**src/rtl/jfss_pkg.sv**
```systemverilog
package jfss_pkg;

  // marker and segment constants
  localparam logic [7:0]  MARK_PREFIX = 8'hFF;
  localparam logic [7:0]  SOI_ID      = 8'hD8;
  localparam logic [7:0]  SOF0_ID     = 8'hC0;
  localparam logic [15:0] LEN_MIN     = 16'd2;
  localparam logic [15:0] SOF_SKIP    = 16'd3;

  // result status codes
  typedef enum logic [2:0] {
    ST_FOUND  = 3'd0,
    ST_BADSIG = 3'd1,
    ST_NOMARK = 3'd2,
    ST_ENDED  = 3'd3,
    ST_SHORT  = 3'd4
  } status_t;

  // parser phases, one-hot
  typedef enum logic [14:0] {
    PH_SIG0    = 15'b000000000000001,
    PH_SIG1    = 15'b000000000000010,
    PH_ID0     = 15'b000000000000100,
    PH_ID1     = 15'b000000000001000,
    PH_LEN_HI  = 15'b000000000010000,
    PH_LEN_LO  = 15'b000000000100000,
    PH_SKIP    = 15'b000000001000000,
    PH_MARK_FF = 15'b000000010000000,
    PH_MARK_ID = 15'b000000100000000,
    PH_SOF     = 15'b000001000000000,
    PH_H_HI    = 15'b000010000000000,
    PH_H_LO    = 15'b000100000000000,
    PH_W_HI    = 15'b001000000000000,
    PH_W_LO    = 15'b010000000000000,
    PH_ABSORB  = 15'b100000000000000
  } phase_t;

  // one input item
  typedef struct packed {
    logic [7:0] data_byte;
    logic       last_in_stream;
  } item_t;

  // one result item
  typedef struct packed {
    logic [15:0] image_width;
    logic [15:0] image_height;
    status_t     status;
  } result_t;

endpackage

```
**src/rtl/jfss_in_reg.sv**
```systemverilog
module jfss_in_reg
  import jfss_pkg::*;
(
  input  logic  clk,
  input  logic  rst_n,
  input  logic  in_valid,
  output logic  in_ready,
  input  logic  [7:0] in_data_byte,
  input  logic  in_last_in_stream,
  input  logic  down_free,
  output logic  item_valid,
  output item_t item
);

  logic  valid_r;
  item_t item_r;
  logic  take;

  // item moves on when the result side has room
  assign take     = valid_r && down_free;
  assign in_ready = !valid_r || take;

  // valid flag
  always_ff @(posedge clk) begin
    if (!rst_n) begin
      valid_r <= 1'b0;
    end else if (in_ready) begin
      valid_r <= in_valid;
    end
  end

  // payload capture
  always_ff @(posedge clk) begin
    if (in_valid && in_ready) begin
      item_r.data_byte      <= in_data_byte;
      item_r.last_in_stream <= in_last_in_stream;
    end
  end

  assign item_valid = valid_r;
  assign item       = item_r;

endmodule

```
**src/rtl/jfss_core.sv**
```systemverilog
module jfss_core
  import jfss_pkg::*;
(
  input  logic    clk,
  input  logic    rst_n,
  input  logic    step,
  input  item_t   item,
  output logic    res_valid,
  output result_t res
);

  phase_t      phase_r, phase_nxt;
  logic [15:0] skip_r, skip_nxt;
  logic [7:0]  hb_r, hb_nxt;
  logic [15:0] height_r, height_nxt;
  logic [15:0] seg_len;
  logic [7:0]  b;

  assign b       = item.data_byte;
  assign seg_len = {hb_r, b};

  // per-byte parser step
  always_comb begin
    phase_nxt  = phase_r;
    skip_nxt   = skip_r;
    hb_nxt     = hb_r;
    height_nxt = height_r;
    res_valid  = 1'b0;
    res        = '{image_width: 16'd0, image_height: 16'd0, status: ST_FOUND};
    case (phase_r)
      PH_SIG0: begin
        if (b != MARK_PREFIX) begin
          res_valid  = 1'b1;
          res.status = ST_BADSIG;
          phase_nxt  = PH_ABSORB;
        end else begin
          phase_nxt = PH_SIG1;
        end
      end
      PH_SIG1: begin
        if (b != SOI_ID) begin
          res_valid  = 1'b1;
          res.status = ST_BADSIG;
          phase_nxt  = PH_ABSORB;
        end else begin
          phase_nxt = PH_ID0;
        end
      end
      PH_ID0:    phase_nxt = PH_ID1;
      PH_ID1:    phase_nxt = PH_LEN_HI;
      PH_LEN_HI: begin
        hb_nxt    = b;
        phase_nxt = PH_LEN_LO;
      end
      PH_LEN_LO: begin
        if (seg_len < LEN_MIN) begin
          res_valid  = 1'b1;
          res.status = ST_SHORT;
          phase_nxt  = PH_ABSORB;
        end else begin
          skip_nxt  = seg_len - LEN_MIN;
          phase_nxt = (seg_len == LEN_MIN) ? PH_MARK_FF : PH_SKIP;
        end
      end
      PH_SKIP: begin
        skip_nxt = skip_r - 16'd1;
        if (skip_r == 16'd1) begin
          phase_nxt = PH_MARK_FF;
        end
      end
      PH_MARK_FF: begin
        if (b != MARK_PREFIX) begin
          res_valid  = 1'b1;
          res.status = ST_NOMARK;
          phase_nxt  = PH_ABSORB;
        end else begin
          phase_nxt = PH_MARK_ID;
        end
      end
      PH_MARK_ID: begin
        if (b == SOF0_ID) begin
          skip_nxt  = SOF_SKIP;
          phase_nxt = PH_SOF;
        end else begin
          phase_nxt = PH_LEN_HI;
        end
      end
      PH_SOF: begin
        skip_nxt = skip_r - 16'd1;
        if (skip_r == 16'd1) begin
          phase_nxt = PH_H_HI;
        end
      end
      PH_H_HI: begin
        hb_nxt    = b;
        phase_nxt = PH_H_LO;
      end
      PH_H_LO: begin
        height_nxt = seg_len;
        phase_nxt  = PH_W_HI;
      end
      PH_W_HI: begin
        hb_nxt    = b;
        phase_nxt = PH_W_LO;
      end
      PH_W_LO: begin
        res_valid        = 1'b1;
        res.image_width  = seg_len;
        res.image_height = height_r;
        res.status       = ST_FOUND;
        phase_nxt        = PH_ABSORB;
      end
      PH_ABSORB: phase_nxt = PH_ABSORB;
      default:   phase_nxt = PH_ABSORB;
    endcase

    // end of file: report if nothing was given yet, then restart
    if (item.last_in_stream) begin
      if (!res_valid && (phase_r != PH_ABSORB)) begin
        res_valid  = 1'b1;
        res.status = ST_ENDED;
      end
      phase_nxt = PH_SIG0;
      skip_nxt  = 16'd0;
    end
  end

  // control state
  always_ff @(posedge clk) begin
    if (!rst_n) begin
      phase_r <= PH_SIG0;
      skip_r  <= 16'd0;
    end else if (step) begin
      phase_r <= phase_nxt;
      skip_r  <= skip_nxt;
    end
  end

  // value holds
  always_ff @(posedge clk) begin
    if (step) begin
      hb_r     <= hb_nxt;
      height_r <= height_nxt;
    end
  end

endmodule

```
**src/rtl/jfss_out_reg.sv**
```systemverilog
module jfss_out_reg
  import jfss_pkg::*;
(
  input  logic        clk,
  input  logic        rst_n,
  input  logic        load,
  input  result_t     res,
  output logic        free,
  output logic        out_valid,
  input  logic        out_ready,
  output logic [15:0] out_image_width,
  output logic [15:0] out_image_height,
  output logic [2:0]  out_status
);

  logic    valid_r;
  result_t res_r;

  assign free = !valid_r || out_ready;

  // valid flag
  always_ff @(posedge clk) begin
    if (!rst_n) begin
      valid_r <= 1'b0;
    end else if (load) begin
      valid_r <= 1'b1;
    end else if (out_ready) begin
      valid_r <= 1'b0;
    end
  end

  // result payload
  always_ff @(posedge clk) begin
    if (load) begin
      res_r <= res;
    end
  end

  assign out_valid        = valid_r;
  assign out_image_width  = res_r.image_width;
  assign out_image_height = res_r.image_height;
  assign out_status       = res_r.status;

endmodule

```
**src/rtl/jpeg_frame_size_scanner_unit.sv**
```systemverilog
// jpeg frame size scanner: one file byte per item, at most one result per file
// path: the byte that causes a result passes the input register, the parser step and then the result register
// throughput: one byte per cycle while the result register is free, set by the combinational parser step between
//   the input register and the result register
// reset: synchronous active-low rst_n empties both registers and returns the
//   parser to the first signature byte
module jpeg_frame_size_scanner_unit
  import jfss_pkg::*;
(
  input  logic        clk,
  input  logic        rst_n,
  input  logic        in_valid,
  output logic        in_ready,
  input  logic [7:0]  in_data_byte,
  input  logic        in_last_in_stream,
  output logic        out_valid,
  input  logic        out_ready,
  output logic [15:0] out_image_width,
  output logic [15:0] out_image_height,
  output logic [2:0]  out_status
);

  logic    down_free;
  logic    item_valid;
  item_t   item;
  logic    step;
  logic    res_valid;
  result_t res;

  assign step = item_valid && down_free;

  // input register
  jfss_in_reg u_in (
    .clk               (clk),
    .rst_n             (rst_n),
    .in_valid          (in_valid),
    .in_ready          (in_ready),
    .in_data_byte      (in_data_byte),
    .in_last_in_stream (in_last_in_stream),
    .down_free         (down_free),
    .item_valid        (item_valid),
    .item              (item)
  );

  // parser state machine
  jfss_core u_core (
    .clk       (clk),
    .rst_n     (rst_n),
    .step      (step),
    .item      (item),
    .res_valid (res_valid),
    .res       (res)
  );

  // result register
  jfss_out_reg u_out (
    .clk              (clk),
    .rst_n            (rst_n),
    .load             (step && res_valid),
    .res              (res),
    .free             (down_free),
    .out_valid        (out_valid),
    .out_ready        (out_ready),
    .out_image_width  (out_image_width),
    .out_image_height (out_image_height),
    .out_status       (out_status)
  );

endmodule

```
**config.mk**
```make
export PLATFORM = sky130hd
export DESIGN_NAME = jpeg_frame_size_scanner_unit
export DESIGN_NICKNAME = d
export VERILOG_FILES = /design/src/rtl/jfss_pkg.sv /design/src/rtl/jfss_in_reg.sv /design/src/rtl/jfss_core.sv /design/src/rtl/jfss_out_reg.sv /design/src/rtl/jpeg_frame_size_scanner_unit.sv
export SDC_FILE = /design/constraint.sdc
export NUM_CORES = 1
export LEC_CHECK = 0
export ABC_CLOCK_PERIOD_IN_PS = 6600
export BUFFER_PORTS_ARGS = -buffer_cell sky130_fd_sc_hd__buf_4
export CELL_PAD_IN_SITES_DETAIL_PLACEMENT = 0
export CELL_PAD_IN_SITES_GLOBAL_PLACEMENT = 1
export CORE_MARGIN = 4
export CORE_UTILIZATION = 52
export CTS_BUF_LIST = sky130_fd_sc_hd__clkbuf_4 sky130_fd_sc_hd__clkbuf_8
export DETAILED_ROUTE_END_ITERATION = 10
export PLACE_DENSITY = 0.86
export SLEW_MARGIN = 10
export SYNTH_ARGS = -nofsm -noshare
export SYNTH_HDL_FRONTEND = slang
export SYNTH_SLANG_ARGS = --single-unit
```
**constraint.sdc**
```tcl
create_clock -name clk -period 6.6 [get_ports clk]
set_input_delay 1.98 -clock clk [delete_from_list [all_inputs] [get_ports clk]]
set_output_delay 1.98 -clock clk [all_outputs]
set_load 0.02 [all_outputs]
```
==> flow_summary_export.csv <==
group,metric,value,unit
logic_synthesis,avgSynthCellArea,11.0,sq um
clocking,clkLatencyLatePin,0.37,ns
grt,top_usage_layer,"met2",
placement,detailed_place_hpwl,7.81,mm
cells_and_area,multiInputGateArea,2020,sq um
logic_synthesis,synth_top_area_frac,0.420,
logic_synthesis,syn_inst,443,
detailed_routing,avgRoutedWirePerCell,18.4,microns
timing,hold_viol_final,0,
clocking,h-tree-depth,3,
die,ios,50,
cells_and_area,area_growth,13.6,%
logic_synthesis,synth_flop_cell,"edfxtp_1",
worst_setup_path,startpoint_type,"input port",
logic_synthesis,ys_seq_area_frac,0.556,
grt,grt.met3_usage,0.0377,
grt,grt_util_met2,0.358,
placement,gp_congestion,0.904,
worst_setup_path,cp-startpoint,"out_ready",
cells_and_area,nets,502,
logic_synthesis,synth-edff-count,68,
timing,finalCriticalPeriod,4.45,ns
run_status,status,"completed",
pwr,p_leak,0.00208,uW
clocking,cts_tree,"yes",
worst_setup_path,rr_startpoint,"u_core.phase_r[4]",
grt,grt-ovfl-total,0,
timing,fin_skew,0.0122,ns
detailed_routing,drtAntennaViolNets,0,
min_path,hp-start,"u_core.skip_r[15]",
grt,grt_first_pass_wirelength,18.0,mm
cells_and_area,final_layout_size_suffix_gt1_frac,0.173,
worst_setup_path,critical_path_arrival,2.47,ns
logic_synthesis,synth.ff_latch_count,101,
cells_and_area,stdcell_count,602,
die,start_util,0.531,
grt,grt_usage,0.209,
timing,clock.fmax,225,MHz
detailed_routing,drc_errors,0,
logic_synthesis,yosys_warnings,0,
clocking,clk_path_buf_depth,2,
placement,portBuffers,49,
grt,grt_antenna_before_repair,0,
cells_and_area,fillers,772,
min_path,min_path_type,"register to register",
timing,post-route-period-util,0.674,
timing,grt_setup_unrepaired,"false",
logic_synthesis,synth_area_leaders,"edfxtp_1 42%, dfxtp_1 14%, and2_1 4.5%",
grt,first_global_vias,3538,
worst_setup_path,setup.worst_path.end_class,"output port",
timing,slew_violations,0,
pwr,peakVddDrop,0.000188,V
logic_synthesis,netlist_area,4860,sq um
clocking,clock-sinks,101,
clocking,clk_pin_slew_worst_paths,0.11,ns
timing,holdWs,0.493,ns
die,die-area,11000,sq um
worst_setup_path,crit_type,"input port to output port",
die,die_h,105,microns
clocking,cts_setup_buffers,0,
die,row_count,35,
clocking,cts_made_buffers,9,
detailed_routing,drt_iter0_markers,209,
detailed_routing,wl,11.1,mm
cells_and_area,regArea,2700,sq um
detailed_routing,num_vias,3623,
job,maxCapViolations,0,
cells_and_area,antenna_cells,0,
detailed_routing,drt_first_pass_iters,5,
grt,globalRouteMet1Util,0.261,
die,dieWidth,105,microns
clocking,cts_root_buf,"clkbuf_8",
timing,worstMarginPinSlew,1.04,ns
logic_synthesis,synth_area_leader_cell,"edfxtp_1",
logic_synthesis,synth_cell_types,62,
detailed_routing,viasPerCell,6.02,
timing,setup_viol,0,
worst_setup_path,crit_path_max_fanout,2,
clocking,ctsResizeCount,0,
pwr,power.density,220,nW/um^2
timing,finalSetupTns,0,ns
logic_synthesis,ys_async_sr_fraction,0,
worst_setup_path,worstPathRequired,4.62,ns
clocking,ctsHoldBuffers,0,
placement,post-place-cells,586,
timing,relSlewSlack,0.306,
logic_synthesis,syn-num-nets,459,
grt,grt_max_degree,36,
die,core,9150,sq um
[Yosys cell counts, types with 3 or more instances]
cell,number
xnor2_1,8
xor2_1,16
and2_1,35
or4_1,3
ha_1,3
mux2i_1,3
buf_6,3
nor4_1,10
a32o_1,5
nand3_1,14
edfxtp_1,68
nor2_1,30
nand4_1,4
nand2b_1,3
dfxtp_1,33
or3_1,12
clkbuf_1,12
o221a_2,3
a22o_1,4
nor2b_1,4
nor3_1,22
nand4b_1,4
o211ai_1,4
o21ai_0,15
a21oi_1,20
a22oi_1,4
buf_2,6
inv_1,10
nand2_1,32
and3_1,4
nor4b_1,8
[critical path: stages]
cell,delay [ns]
buf_4,0.11
nor2b_1,0.13
nand2_1,0.08
buf_4,0.16
[cells in the final DEF, fill, tap and decap left out, types with 8 or more instances in the layout]
cell	n
xor2_1	16
nor2_1	29
edfxtp_1	68
nor4b_1	8
inv_1	10
or3_1	12
and2_1	35
nand3_1	14
nor3_1	21
o21ai_0	15
buf_4	53
dfxtp_1	33
a21oi_1	20
clkbuf_8	9
xnor2_1	8
nor4_1	10
nand2_1	32
[metrics by stage]
step | power [uW] | cell area, sq um | setup slack (ns) | util
6_report | 1210 | 5520 | 2.15 | 0.603
5_1_grt | 1260 | 5520 | 2.11 | 0.603
4_1_cts | 1220 | 5520 | 2.16 | 0.603
3_5_place_dp | 800 | 5290 | 2.16 | 0.578
3_3_place_gp | 798 | 5290 | 2.16 | 0.578
2_1_floorplan | 770 | 4860 | 2.36 | -
[flip-flops by register name, indices dropped and copies added (netlist names), 3 cells and up]
name,cells
u_core.height_r,16
u_core.skip_r,16
u_out.out_image_height,16
u_out.out_image_width,16
u_core.phase_r,15
u_in.item,9
u_core.hb_r,8
u_out.out_status,3
[per-layer routing]
metal  routed length (microns)  up-vias
li1                          -     1743
met1                      4710     1746
met2                      5550      110
met3                       511       24
met4                       319        0
met5                         0        -
[kinds of logic (layout without fill, tap and decap cells)]
kind of cell | after synthesis | in the layout | share of synthesized area
DFF | 101 | 101 | 0.556
AOI/OAI and AO/OA | 82 | 82 | 0.124
buffers and inverters | 31 | 79 | 0.0301
muxes | 4 | 4 | 0.00850
and+or+nand+nor | 198 | 198 | 0.230
xor gates and xnor gates | 24 | 24 | 0.0433
adders and majority gates | 3 | 3 | 0.00773
[report_power, final]
part | total, uW | switching (uW) | internal (uW)
clock | 427 | 239 | 188
sequential | 699 | 15.0 | 684
combinational | 86.8 | 52.7 | 34.1
total | 1210 | 306 | 906
[area by class of cell]
class                           count  share of cell area
Clock inverter                      7              0.0181
Sequential cell                   101               0.490
Tap cell                          111              0.0252
Multi-Input combinational cell    311               0.366
Inverter                           10             0.00680
Timing Repair Buffer               53              0.0721
Clock buffer                        9              0.0224
[worst paths after layout]
path / end / slack, ns / cells after the start
max: in_ready / 2.15 / 4
min: u_core.skip_r[15] / 0.49 / 2
max reg2reg: u_core.skip_r[7] / 3.27 / 6
min reg2reg: u_core.skip_r[15] / 0.49 / 2
Note: power is estimated with default switching activity, not from simulation.
